<file path="src/rtl/upc_pkg.sv">
// Package for the update package checker: types, codes, constants and the CRC-32 byte step.
// Used by every module of the block; depends on nothing.
`timescale 1ns / 1ps

package upc_pkg;

   localparam logic [31:0] COUNT_MAX    = 32'hFFFF_FFFF;
   localparam logic [31:0] TAG_WORD     = 32'h544F_4F42;
   localparam logic [31:0] MIN_PACKAGE  = 32'd28;
   localparam logic [33:0] BODY_PLUS_FOOTER = 34'd28;
   localparam logic [31:0] CRC_INIT     = 32'hFFFF_FFFF;
   localparam logic [23:0] MAIN_LIMIT_RESET   = 24'd524288;
   localparam logic [23:0] SECOND_LIMIT_RESET = 24'd131072;

   localparam logic [31:0] NIB_TABLE [16] = '{
      32'h0000_0000, 32'h1DB7_1064, 32'h3B6E_20C8, 32'h26D9_30AC,
      32'h76DC_4190, 32'h6B6B_51F4, 32'h4DB2_6158, 32'h5005_713C,
      32'hEDB8_8320, 32'hF00F_9344, 32'hD6D6_A3E8, 32'hCB61_B38C,
      32'h9B64_C2B0, 32'h86D3_D2D4, 32'hA00A_E278, 32'hBDBD_F21C
   };

   typedef enum logic [2:0] {
      STATUS_OK            = 3'd0,
      STATUS_SIZE_MISMATCH = 3'd1,
      STATUS_CRC_MISMATCH  = 3'd2,
      STATUS_OUT_OF_RANGE  = 3'd3,
      STATUS_RAW_TOO_LARGE = 3'd4
   } status_type;

   typedef enum logic [0:0] {
      CSR_MAIN_LIMIT   = 1'b0,
      CSR_SECOND_LIMIT = 1'b1
   } csr_index_type;

   // Frame snapshot handed from the accumulator to the verdict stage
   typedef struct packed {
      logic [31:0] byte_count;
      logic [31:0] leading_word;
      logic [31:0] main_size;
      logic [31:0] second_size;
      logic [31:0] extra_size;
      logic [31:0] running_crc;
      logic [31:0] footer_word;
   } snap_type;

   function automatic logic [31:0] crc_byte(input logic [31:0] crc, input logic [7:0] data);
      logic [31:0] c;
      c = crc ^ {24'd0, data};
      c = (c >> 4) ^ NIB_TABLE[c[3:0]];
      c = (c >> 4) ^ NIB_TABLE[c[3:0]];
      return c;
   endfunction

endpackage

</file>
<file path="src/rtl/upc_if.sv">
// Channel interfaces of the update package checker: byte requests and verdict responses.
// Depends on upc_pkg for nothing but shares its field widths.
`timescale 1ns / 1ps

interface upc_req_if;
   logic       valid;
   logic       ready;
   logic [7:0] data_byte;
   logic       final_byte;

   modport source(output valid, data_byte, final_byte, input ready);
   modport sink(input valid, data_byte, final_byte, output ready);
endinterface

interface upc_rsp_if;
   logic        valid;
   logic        ready;
   logic [2:0]  status;
   logic        is_package;
   logic [1:0]  image_count;
   logic [23:0] main_length;
   logic [23:0] second_length;

   modport source(output valid, status, is_package, image_count, main_length,
                  second_length, input ready);
   modport sink(input valid, status, is_package, image_count, main_length,
                second_length, output ready);
endinterface

</file>
<file path="src/rtl/update_package_checker_top.sv">
// Top level of the update package checker: channel interfaces, limit registers, two stages.
// Depends on upc_pkg, upc_if, upc_frame and upc_verdict.
`timescale 1ns / 1ps

// Takes one file byte per clock on the request channel, with no gaps needed between
// bytes or files, unless a held snapshot stalls the request channel; the CRC-32 step
// (two nibble lookups) and header capture are combinational, setting the one-byte-per-cycle rate.
// A byte marked final yields one response transaction: the file is snapshotted into the
// snapshot register, then the length, CRC and limit checks fill the result register. Other
// bytes yield nothing. The limit registers should be written only while no file is in flight.

module update_package_checker_top (
   input  logic        clock,
   input  logic        reset,
   upc_req_if.sink     req_if,
   upc_rsp_if.source   rsp_if,
   input  logic        csr_write_enable,
   input  logic [0:0]  csr_index,
   input  logic [23:0] csr_write_data
);

   logic [23:0]       main_limit_ff;
   logic [23:0]       second_limit_ff;
   logic              snap_valid;
   logic              snap_ready;
   upc_pkg::snap_type snap;

   always_ff @(posedge clock) begin
      if (reset) begin
         main_limit_ff   <= upc_pkg::MAIN_LIMIT_RESET;
         second_limit_ff <= upc_pkg::SECOND_LIMIT_RESET;
      end else if (csr_write_enable) begin
         case (upc_pkg::csr_index_type'(csr_index))
            upc_pkg::CSR_MAIN_LIMIT:   main_limit_ff   <= csr_write_data;
            upc_pkg::CSR_SECOND_LIMIT: second_limit_ff <= csr_write_data;
            default: ;
         endcase
      end
   end

   upc_frame u_frame (
      .clock      (clock),
      .reset      (reset),
      .in_valid   (req_if.valid),
      .in_ready   (req_if.ready),
      .data_byte  (req_if.data_byte),
      .final_byte (req_if.final_byte),
      .snap_valid (snap_valid),
      .snap_ready (snap_ready),
      .snap       (snap)
   );

   upc_verdict u_verdict (
      .clock         (clock),
      .reset         (reset),
      .snap_valid    (snap_valid),
      .snap_ready    (snap_ready),
      .snap          (snap),
      .main_limit    (main_limit_ff),
      .second_limit  (second_limit_ff),
      .out_valid     (rsp_if.valid),
      .out_ready     (rsp_if.ready),
      .status        (rsp_if.status),
      .is_package    (rsp_if.is_package),
      .image_count   (rsp_if.image_count),
      .main_length   (rsp_if.main_length),
      .second_length (rsp_if.second_length)
   );

endmodule

</file>
<file path="src/rtl/upc_frame.sv">
// Per-file accumulator: byte counter, header fields, CRC-32 and footer delay line.
// Depends on upc_pkg; hands a snapshot of the finished file to upc_verdict.
`timescale 1ns / 1ps

module upc_frame (
   input  logic              clock,
   input  logic              reset,
   input  logic              in_valid,
   output logic              in_ready,
   input  logic [7:0]        data_byte,
   input  logic              final_byte,
   output logic              snap_valid,
   input  logic              snap_ready,
   output upc_pkg::snap_type snap
);

   logic [31:0] count_ff, count_in;
   logic [31:0] lead_ff, lead_in;
   logic [31:0] main_ff, main_in;
   logic [31:0] second_ff, second_in;
   logic [31:0] extra_ff, extra_in;
   logic [31:0] crc_ff, crc_in;
   logic [31:0] footer_ff, footer_in;
   logic        snap_valid_ff, snap_valid_in;
   upc_pkg::snap_type snap_ff, snap_in;
   logic [31:0] byte_word;
   logic        accept;

   assign in_ready   = !snap_valid_ff || snap_ready;
   assign accept     = in_valid && in_ready;
   assign snap_valid = snap_valid_ff;
   assign snap       = snap_ff;

   always_comb begin
      byte_word = {24'd0, data_byte} << {count_ff[1:0], 3'b000};
      lead_in   = lead_ff;
      main_in   = main_ff;
      second_in = second_ff;
      extra_in  = extra_ff;
      if (count_ff < 32'd4) begin
         lead_in = lead_ff | byte_word;
      end else if (count_ff < 32'd8) begin
         main_in = main_ff | byte_word;
      end else if (count_ff < 32'd12) begin
         second_in = second_ff | byte_word;
      end else if (count_ff < 32'd16) begin
         extra_in = extra_ff | byte_word;
      end
      crc_in    = (count_ff >= 32'd4) ? upc_pkg::crc_byte(crc_ff, footer_ff[7:0]) : crc_ff;
      footer_in = {data_byte, footer_ff[31:8]};
      count_in  = (count_ff == upc_pkg::COUNT_MAX) ? count_ff : count_ff + 32'd1;

      snap_in.byte_count   = count_in;
      snap_in.leading_word = lead_in;
      snap_in.main_size    = main_in;
      snap_in.second_size  = second_in;
      snap_in.extra_size   = extra_in;
      snap_in.running_crc  = crc_in;
      snap_in.footer_word  = footer_in;

      if (accept && final_byte) begin
         snap_valid_in = 1'b1;
      end else if (snap_ready) begin
         snap_valid_in = 1'b0;
      end else begin
         snap_valid_in = snap_valid_ff;
      end
   end

   always_ff @(posedge clock) begin
      if (reset) begin
         count_ff      <= '0;
         lead_ff       <= '0;
         main_ff       <= '0;
         second_ff     <= '0;
         extra_ff      <= '0;
         crc_ff        <= upc_pkg::CRC_INIT;
         footer_ff     <= '0;
         snap_valid_ff <= 1'b0;
      end else begin
         snap_valid_ff <= snap_valid_in;
         if (accept) begin
            if (final_byte) begin
               count_ff  <= '0;
               lead_ff   <= '0;
               main_ff   <= '0;
               second_ff <= '0;
               extra_ff  <= '0;
               crc_ff    <= upc_pkg::CRC_INIT;
               footer_ff <= '0;
            end else begin
               count_ff  <= count_in;
               lead_ff   <= lead_in;
               main_ff   <= main_in;
               second_ff <= second_in;
               extra_ff  <= extra_in;
               crc_ff    <= crc_in;
               footer_ff <= footer_in;
            end
         end
      end
   end

   always_ff @(posedge clock) begin
      if (accept && final_byte) begin
         snap_ff <= snap_in;
      end
   end

`ifndef SYNTHESIS
   a_clear_after_final: assert property (@(posedge clock) disable iff (reset)
      accept && final_byte |=> count_ff == '0 && crc_ff == upc_pkg::CRC_INIT && snap_valid_ff)
      else $error("frame state not cleared after final byte");
   a_count_advance: assert property (@(posedge clock) disable iff (reset)
      accept && !final_byte && count_ff != upc_pkg::COUNT_MAX
      |=> count_ff == $past(count_ff) + 32'd1)
      else $error("byte counter did not advance");
   a_count_hold: assert property (@(posedge clock) disable iff (reset)
      !accept |=> $stable(count_ff) && $stable(crc_ff) && $stable(footer_ff))
      else $error("frame state moved without a transaction");
`endif

endmodule

</file>
<file path="src/rtl/upc_verdict.sv">
// Verdict stage: length, CRC and limit checks on a file snapshot, into the result register.
// Depends on upc_pkg; fed by upc_frame, drives the response channel payload.
`timescale 1ns / 1ps

module upc_verdict (
   input  logic              clock,
   input  logic              reset,
   input  logic              snap_valid,
   output logic              snap_ready,
   input  upc_pkg::snap_type snap,
   input  logic [23:0]       main_limit,
   input  logic [23:0]       second_limit,
   output logic              out_valid,
   input  logic              out_ready,
   output logic [2:0]        status,
   output logic              is_package,
   output logic [1:0]        image_count,
   output logic [23:0]       main_length,
   output logic [23:0]       second_length
);

   logic                 valid_ff, valid_in;
   upc_pkg::status_type  status_ff, status_in;
   logic                 pkg_ff, pkg_in;
   logic [1:0]           count_ff, count_in;
   logic [23:0]          mlen_ff, mlen_in;
   logic [23:0]          slen_ff, slen_in;
   logic                 take;
   logic                 saturated;
   logic [33:0]          expected_total;

   assign snap_ready    = !valid_ff || out_ready;
   assign take          = snap_valid && snap_ready;
   assign out_valid     = valid_ff;
   assign status        = status_ff;
   assign is_package    = pkg_ff;
   assign image_count   = count_ff;
   assign main_length   = mlen_ff;
   assign second_length = slen_ff;

   always_comb begin
      saturated      = snap.byte_count == upc_pkg::COUNT_MAX;
      expected_total = upc_pkg::BODY_PLUS_FOOTER + {2'b00, snap.main_size}
                       + {2'b00, snap.second_size} + {2'b00, snap.extra_size};
      pkg_in    = snap.byte_count >= upc_pkg::MIN_PACKAGE
                  && snap.leading_word == upc_pkg::TAG_WORD;
      status_in = upc_pkg::STATUS_OK;
      count_in  = 2'd0;
      mlen_in   = '0;
      slen_in   = '0;
      if (pkg_in) begin
         if (saturated || expected_total != {2'b00, snap.byte_count}) begin
            status_in = upc_pkg::STATUS_SIZE_MISMATCH;
         end else if (~snap.running_crc != snap.footer_word) begin
            status_in = upc_pkg::STATUS_CRC_MISMATCH;
         end else if (snap.main_size == '0 || snap.main_size > {8'd0, main_limit}
                      || snap.second_size > {8'd0, second_limit}) begin
            status_in = upc_pkg::STATUS_OUT_OF_RANGE;
         end else begin
            mlen_in  = snap.main_size[23:0];
            slen_in  = snap.second_size[23:0];
            count_in = (snap.second_size != '0) ? 2'd2 : 2'd1;
         end
      end else begin
         if (saturated || snap.byte_count > {8'd0, main_limit}) begin
            status_in = upc_pkg::STATUS_RAW_TOO_LARGE;
         end else begin
            mlen_in  = snap.byte_count[23:0];
            count_in = 2'd1;
         end
      end

      if (take) begin
         valid_in = 1'b1;
      end else if (out_ready) begin
         valid_in = 1'b0;
      end else begin
         valid_in = valid_ff;
      end
   end

   always_ff @(posedge clock) begin
      if (reset) begin
         valid_ff <= 1'b0;
      end else begin
         valid_ff <= valid_in;
      end
   end

   always_ff @(posedge clock) begin
      if (take) begin
         status_ff <= status_in;
         pkg_ff    <= pkg_in;
         count_ff  <= count_in;
         mlen_ff   <= mlen_in;
         slen_ff   <= slen_in;
      end
   end

`ifndef SYNTHESIS
   a_error_clears_lengths: assert property (@(posedge clock) disable iff (reset)
      valid_ff && status_ff != upc_pkg::STATUS_OK
      |-> count_ff == 2'd0 && mlen_ff == '0 && slen_ff == '0)
      else $error("lengths reported with an error verdict");
   a_raw_consistent: assert property (@(posedge clock) disable iff (reset)
      valid_ff && !pkg_ff |-> slen_ff == '0
      && (status_ff == upc_pkg::STATUS_OK || status_ff == upc_pkg::STATUS_RAW_TOO_LARGE))
      else $error("raw file verdict inconsistent");
   a_take_loads: assert property (@(posedge clock) disable iff (reset)
      take |=> valid_ff)
      else $error("snapshot taken without a result");
`endif

endmodule

</file>
<file path="src/flat_wrapper.sv">
// flat-port wrapper written by rule: the top's interface ports become plain ports
module update_package_checker_top_flat 
  (clock, reset, csr_write_enable, csr_index, csr_write_data, req_if_valid, req_if_data_byte, req_if_final_byte, req_if_ready, rsp_if_valid, rsp_if_status, rsp_if_is_package, rsp_if_image_count, rsp_if_main_length, rsp_if_second_length, rsp_if_ready);
  upc_req_if req_if_i ();
  upc_rsp_if rsp_if_i ();
  input  logic clock;
  input  logic reset;
  input  logic csr_write_enable;
  input  logic [0:0] csr_index;
  input  logic [23:0] csr_write_data;
  input wire logic [$bits(req_if_i.valid)-1:0] req_if_valid;
  input wire logic [$bits(req_if_i.data_byte)-1:0] req_if_data_byte;
  input wire logic [$bits(req_if_i.final_byte)-1:0] req_if_final_byte;
  output wire logic [$bits(req_if_i.ready)-1:0] req_if_ready;
  output wire logic [$bits(rsp_if_i.valid)-1:0] rsp_if_valid;
  output wire logic [$bits(rsp_if_i.status)-1:0] rsp_if_status;
  output wire logic [$bits(rsp_if_i.is_package)-1:0] rsp_if_is_package;
  output wire logic [$bits(rsp_if_i.image_count)-1:0] rsp_if_image_count;
  output wire logic [$bits(rsp_if_i.main_length)-1:0] rsp_if_main_length;
  output wire logic [$bits(rsp_if_i.second_length)-1:0] rsp_if_second_length;
  input wire logic [$bits(rsp_if_i.ready)-1:0] rsp_if_ready;
  assign req_if_i.valid = req_if_valid;
  assign req_if_i.data_byte = req_if_data_byte;
  assign req_if_i.final_byte = req_if_final_byte;
  assign req_if_ready = req_if_i.ready;
  assign rsp_if_valid = rsp_if_i.valid;
  assign rsp_if_status = rsp_if_i.status;
  assign rsp_if_is_package = rsp_if_i.is_package;
  assign rsp_if_image_count = rsp_if_i.image_count;
  assign rsp_if_main_length = rsp_if_i.main_length;
  assign rsp_if_second_length = rsp_if_i.second_length;
  assign rsp_if_i.ready = rsp_if_ready;
  update_package_checker_top u_core (.clock(clock), .reset(reset), .req_if(req_if_i), .rsp_if(rsp_if_i), .csr_write_enable(csr_write_enable), .csr_index(csr_index), .csr_write_data(csr_write_data));
endmodule
</file>
<file path="config.mk">
export PLATFORM = sky130hd
export DESIGN_NAME = update_package_checker_top_flat
export DESIGN_NICKNAME = d
export VERILOG_FILES = /design/src/rtl/upc_pkg.sv /design/src/rtl/upc_if.sv /design/src/rtl/update_package_checker_top.sv /design/src/rtl/upc_frame.sv /design/src/rtl/upc_verdict.sv /design/src/flat_wrapper.sv
export SDC_FILE = /design/constraint.sdc
export NUM_CORES = 1
export LEC_CHECK = 0
export BUFFER_PORTS_ARGS = -buffer_cell sky130_fd_sc_hd__clkbuf_2
export CORE_UTILIZATION = 50
export CTS_CLUSTER_SIZE = 14
export DETAILED_ROUTE_END_ITERATION = 8
export HOLD_SLACK_MARGIN = 0.03
export PLACE_DENSITY_LB_ADDON = 0.15
export SYNTH_ARGS = -nofsm -noshare
export SYNTH_HDL_FRONTEND = slang
export SYNTH_SLANG_ARGS = --single-unit
</file>
<file path="constraint.sdc">
create_clock -name clock -period 21.9 [get_ports clock]
set_input_delay 6.57 -clock clock [delete_from_list [all_inputs] [get_ports clock]]
set_output_delay 6.57 -clock clock [all_outputs]
set_load 0.03 [all_outputs]
</file>
==> impl_metrics.py, run 1 <==
metrics = {
    "status": {
        "status": "finished clean",
    },
    "floorplan": {
        "initial_core_util": 0.508,
        "io_pins": 95,
        "coreArea_um2": 55300,
        "die_area_um2": 57100,
        "die_y_um": 239,
        "rows": 86,
        "die_w_um": 239,
    },
    "synthesis": {
        "yosysWarnings": 0,
        "yosys.area_share.simple": 0.145,
        "ys_seq_elements": 552,
        "async_flop_share": 0,
        "synth_area_per_cell_um2": 10.3,
        "yosysSeqAreaShare": 0.493,
        "yosys_most_used_dff": "edfxtp_1",
        "synth_top_family_by_area": "compound AO/OA/AOI/OAI gates",
        "netlist_area_um2": 28100,
        "synthXorXnorAreaFrac": 0.0573,
        "yosysUniqueCellTypes": 77,
        "synth_mux_area_frac": 0.00776,
        "synth-compound-area-share": 0.164,
        "synth_edf_count": 278,
        "synthesis.nets": 2939,
        "syn-instance-count": 2731,
        "yosys.area_share.adder": 0.0842,
    },
    "place": {
        "gp_congestion": 0.971,
        "port_buffers": 94,
        "place_hpwl_mm": 58.9,
        "dp_slack_ns": 8.03,
    },
    "sta": {
        "final.setup.tns_ns": 0,
        "final-hold-violation-count": 0,
        "finalMaxSlewViolations": 0,
        "hold-worst-slack_ns": 0.457,
        "setup_ws_ns": 8.01,
        "setup_viol": 0,
        "worstMarginPinSlew_ns": 1.26,
        "fin_skew_ns": 0.0217,
        "period_minus_slack_ns": 13.89,
        "rsz0062_at_grt": "no",
        "max_clock_freq_ghz": 0.0720,
        "fin_crit_sh": 0.634,
        "max-slew-margin-rel": 0.158,
    },
    "cells_and_area": {
        "area_growth_pct": 10.4,
        "fin_nets": 2946,
        "drive_above_1_share": 0.116,
        "final-seq-area_um2": 13800,
        "multi_input_area_um2": 12900,
        "final_util": 0.560,
        "antenna-diode-count": 0,
        "fillers": 4854,
    },
    "critical_path": {
        "worstSetupPathType": "input port to output pin",
        "worst_setup_path_end_kind": "output pin",
        "cp.required_ns": 15.33,
        "r2r_cells": 13,
        "critPathMaxFanout": 4,
        "rrSetupSlack_ns": 16.02,
        "arrival_ns": 7.32,
        "path_cells": "clkbuf_2 > nor2b_1 > nand2_1 > clkbuf_2",
        "crit_path_start_kind": "input port",
        "r2r-end": "u_core.u_verdict.main_length[0]",
        "cpMaxStageDelayCell": "nor2b_1",
        "cp_common_cell": "clkbuf_2",
        "r2r-start": "u_core.u_frame.snap[112]",
        "cpPeakStageDelay_ns": 0.27,
    },
    "grt": {
        "antenna_found_initial": 0,
        "grt_usage": 0.294,
        "grt_pass1_vias": 20658,
        "grt_pass1_wl_mm": 126,
        "grt_overflow_total": 0,
        "grt_max_degree": 103,
    },
    "clocking": {
        "clk_path_buf_depth": 3,
        "cts.htree.levels": 2,
        "cts-hold-fix-buffers": 0,
        "cts.sinks": 552,
        "cts_root_buf": "clkbuf_16",
        "clk_latency_ns": 0.61,
        "cts_tree": "yes",
        "cts_buffers": 56,
        "cts_resized": 0,
        "post_cts_buffers": 0,
        "clk_pin_slew_ns": 0.06,
    },
    "hold_path": {
        "min_to": "u_core.second_limit_ff[22]",
        "min_from": "u_core.second_limit_ff[22]",
        "hold_depth": 2,
        "hp-class": "register to register",
    },
    "job": {
        "max-cap-violations": 0,
    },
    "route": {
        "routed_wl_mm": 84.3,
        "routedWlPerCell_um": 23.9,
        "drt_iter0_markers": 1977,
        "drc": 0,
        "drt-vias-per-instance": 6.07,
        "first_pass_iters": 5,
        "ant_nets": 0,
        "vias": 21434,
    },
    "power": {
        "powerDensity_nw_per_um2": 79.0,
        "ir_drop_v": 0.0000697,
        "p_leak_nw": 13.2,
    },
}
-- state kept, by name (all words and copies together) (netlist names) --
signal and cells:
u_core.main_limit_ff 24, u_core.second_limit_ff 24, u_core.u_frame.count_ff 32, u_core.u_frame.crc_ff 32, u_core.u_frame.extra_ff 32, u_core.u_frame.footer_ff 32
u_core.u_frame.lead_ff 32, u_core.u_frame.main_ff 32, u_core.u_frame.second_ff 32, u_core.u_frame.snap 224, u_core.u_frame.snap_valid 1, u_core.u_verdict.image_count 2
u_core.u_verdict.is_package 1, u_core.u_verdict.main_length 24, u_core.u_verdict.out_valid 1, u_core.u_verdict.second_length 24, u_core.u_verdict.status 3
-- worst max-delay path by stage --
stage	start	endpoint	depth (start not counted)
detailed placement	rsp_if_ready	req_if_ready	4
floorplan	rsp_if_ready	req_if_ready	2
global placement	rsp_if_ready	req_if_ready	4
CTS	rsp_if_ready	req_if_ready	4
global route	rsp_if_ready	req_if_ready	4
finish	rsp_if_ready	req_if_ready	4
-- worst max-delay path: cells and delay by family --
kind / cells / cell delay, ns
AND/OR/NAND/NOR: 2 / 0.45
buffers and inverters: 2 / 0.30
-- where the power goes --
| group | internal (mW) | total (mW) | switching, mW | leakage, nW |
|---|---|---|---|---|
| Combinational | 0.107 | 0.316 | 0.209 | 7.40 |
| Clock | 0.593 | 0.995 | 0.403 | 0.935 |
| Sequential | 1.11 | 1.14 | 0.0283 | 4.87 |
-- metrics by stage --
stage               instance area (um^2)  power (mW)  std cells
finish                             31000        2.45       3530
global route                       31000        2.54       3530
CTS                                31000        2.46       3530
detailed placement                 29100        1.47       3428
global placement                   29100        1.47       3428
floorplan                          28100        1.37       2731
-- final cells by class --
class / instances / share of cell area
Tap cell: 748 / 0.0302
Clock inverter: 36 / 0.0145
Inverter: 183 / 0.0224
Multi-Input combinational cell: 1823 / 0.417
Sequential cell: 552 / 0.446
Timing Repair Buffer: 122 / 0.0220
Clock buffer: 66 / 0.0471
-- routing by layer --
metal / vias to the layer above / global-route usage / wire length (um)
li1: 9900 / - / -
met1: 10581 / 0.401 / 36400
met2: 793 / 0.475 / 39400
met3: 160 / 0.0446 / 5630
met4: 0 / 0.0997 / 2830
met5: - / 0 / 0
-- cell families (layout without fill, tap and decap cells) --
logic type / after synthesis / after routing
AO/OA/AOI/OAI: 636 / 636
XOR/XNOR: 182 / 182
adder cells (fa/ha/maj): 169 / 169
buffers and inverters: 356 / 407
flip-flops: 552 / 552
multiplexers: 20 / 20
AND/OR/NAND/NOR: 816 / 816
-- synth_stat cells (all sizes together), types with 69 or more instances --
master | instances | share of area
nand4 | 69 | 0.016
nor4 | 72 | 0.017
o211a | 96 | 0.034
a21oi | 154 | 0.028
o21ai | 81 | 0.014
edfxtp | 278 | 0.30
clkbuf | 141 | 0.019
xor2 | 85 | 0.027
nand2 | 314 | 0.042
ha | 136 | 0.061
nor2 | 125 | 0.017
xnor2 | 97 | 0.030
a21o | 81 | 0.022
dfxtp | 274 | 0.20
inv | 183 | 0.024
-- layout by cell type (no fill, tap or decap), types with 83 or more instances in the layout --
cell type	count
nand2_1	312
edfxtp_1	278
dfxtp_1	274
inv_1	182
a21oi_1	151
ha_1	136
nor2_1	124
xnor2_1	97
o211a_1	96
clkbuf_2	93
xor2_1	83
No activity file was read; power rests on OpenSTA's default activity.
==> run 2: changes to the inputs <==
clock period = 12.7 ns   (was 21.9 ns; I/O delays follow)
==> impl_metrics.py, run 2 (same netlist as run 1, synthesis figures left out) <==
metrics = {
    "status": {
        "status": "finished clean",
    },
    "route": {
        "drc": 0,
        "vias": 21269,
        "drt_iter0_markers": 1841,
        "routed_wl_mm": 83.1,
        "drt-vias-per-instance": 6.02,
        "first_pass_iters": 5,
        "routedWlPerCell_um": 23.5,
        "ant_nets": 0,
    },
    "critical_path": {
        "cp.required_ns": 8.89,
        "cp_common_cell": "clkbuf_2",
        "worstSetupPathType": "input port to output pin",
        "r2r-start": "u_core.u_frame.snap[114]",
        "worst_setup_path_end_kind": "output pin",
        "critPathMaxFanout": 4,
        "cpPeakStageDelay_ns": 0.27,
        "path_cells": "clkbuf_2 > nor2b_1 > nand2_1 > clkbuf_2",
        "arrival_ns": 4.55,
        "crit_path_start_kind": "input port",
        "startpoint": "rsp_if_ready",
        "cpMaxStageDelayCell": "nor2b_1",
    },
    "floorplan": {
        "die_w_um": 239,
        "coreArea_um2": 55300,
        "initial_core_util": 0.508,
        "die_y_um": 239,
        "rows": 86,
        "die_area_um2": 57100,
        "io_pins": 95,
    },
    "power": {
        "ir_drop_v": 0.000102,
        "switchingPower_mw": 1.11,
        "p_leak_nw": 13.2,
        "p_seq_frac": 0.472,
        "sw_frac_of_total": 0.266,
        "p_comb_frac": 0.130,
        "powerDensity_nw_per_um2": 134,
        "p_int_mw": 3.05,
        "p_clk_frac": 0.398,
        "finalPower_mw": 4.15,
    },
    "sta": {
        "final-hold-violation-count": 0,
        "max_clock_freq_ghz": 0.120,
        "rsz0062_at_grt": "no",
        "fin_skew_ns": 0.0256,
        "fin_crit_sh": 0.658,
        "finalMaxSlewViolations": 0,
        "max-slew-margin-rel": 0.184,
        "setup_viol": 0,
        "period_minus_slack_ns": 8.36,
        "final.setup.tns_ns": 0,
        "worstMarginPinSlew_ns": 1.22,
    },
    "grt": {
        "grt_overflow_total": 0,
        "grt_pass1_wl_mm": 125,
        "grt_usage": 0.289,
        "antenna_found_initial": 0,
        "grt_pass1_vias": 20408,
        "grt_max_degree": 99,
    },
    "clocking": {
        "cts_root_buf": "clkbuf_16",
        "clk_path_buf_depth": 3,
        "clk_latency_ns": 0.62,
        "post_cts_buffers": 0,
        "cts.htree.levels": 2,
        "cts_resized": 0,
        "cts.sinks": 552,
        "cts_buffers": 58,
        "clk_pin_slew_ns": 0.06,
        "cts_tree": "yes",
        "cts-hold-fix-buffers": 0,
    },
    "cells_and_area": {
        "antenna-diode-count": 0,
        "area_growth_pct": 10.2,
        "final_cell_mix": "nand2_1 (312), edfxtp_1 (278), dfxtp_1 (274)",
        "fin_nets": 2947,
        "largest_reg_flops": 224,
        "drive_above_1_share": 0.118,
        "layout_commonest_cell": "nand2_1",
    },
    "place": {
        "port_buffers": 94,
        "gp_congestion": 0.948,
        "place_hpwl_mm": 58.6,
    },
    "hold_path": {
        "min_from": "u_core.second_limit_ff[22]",
        "hp-class": "register to register",
    },
    "job": {
        "max-cap-violations": 0,
    },
}
==> run 2: changes by cell type in the layout (fill, tap and decap cells not counted), sizes merged <==
cell	delta
clkbuf	+9
bufinv	-6
clkinv	-2
inv	+2
buf	-1
clkinvlp	+1
==> run 2: critical path, delay by kind of cell <==
| kind | cells | cell delay [ns] |
|---|---|---|
| buffers and inverters | 2 | 0.30 |
| and+or+nand+nor | 2 | 0.44 |
==> run 2: final timing paths <==
check                                                  endpoint  slack, ns  cells after the start
worst min register to register       u_core.second_limit_ff[22]       0.45                      2
worst max register to register  u_core.u_verdict.main_length[0]       6.83                     13
worst min-delay path                 u_core.second_limit_ff[22]       0.45                      2
worst max-delay path                               req_if_ready       4.34                      4
==> run 2: metrics by stage <==
stage                     hold WS [ns]  utilization  cells  worst slack (ns)  cell area [um^2]
after detailed placement         0.447        0.525   3427              4.35             29100
after global placement           0.441        0.525   3427              4.34             29100
after global routing             0.461        0.559   3533              4.28             30900
final                            0.455        0.559   3533              4.34             30900
after floorplan                  0.430            -   2731              2.54             28100
after CTS                        0.455        0.559   3533              4.34             30900
==> run 2: area by class of cell <==
| cell class | instances | area, um^2 |
|---|---|---|
| Clock buffer | 75 | 1570 |
| Clock inverter | 31 | 294 |
| Fill cell | 4911 | 24400 |
| Inverter | 183 | 694 |
| Multi-Input combinational cell | 1823 | 12900 |
| Sequential cell | 552 | 13800 |
| Tap cell | 748 | 936 |
| Timing Repair Buffer | 121 | 676 |
==> run 2: power groups by stage <==
stage               logic [mW]  registers, mW  clock network, mW
detailed placement       0.534           2.00                  0
CTS                      0.538           1.96               1.68
finish                   0.540           1.96               1.65
global route             0.592           1.96               1.75
global placement         0.530           2.00                  0
floorplan                0.383           1.98                  0
==> run 2: metal layers <==
| metal | vias to the layer above | wire length, um | global-route usage |
|---|---|---|---|
| li1 | 9899 | - | - |
| met1 | 10537 | 36400 | 0.396 |
| met2 | 692 | 38700 | 0.468 |
| met3 | 141 | 5100 | 0.0387 |
| met4 | 0 | 2910 | 0.106 |
| met5 | - | 0 | 0 |
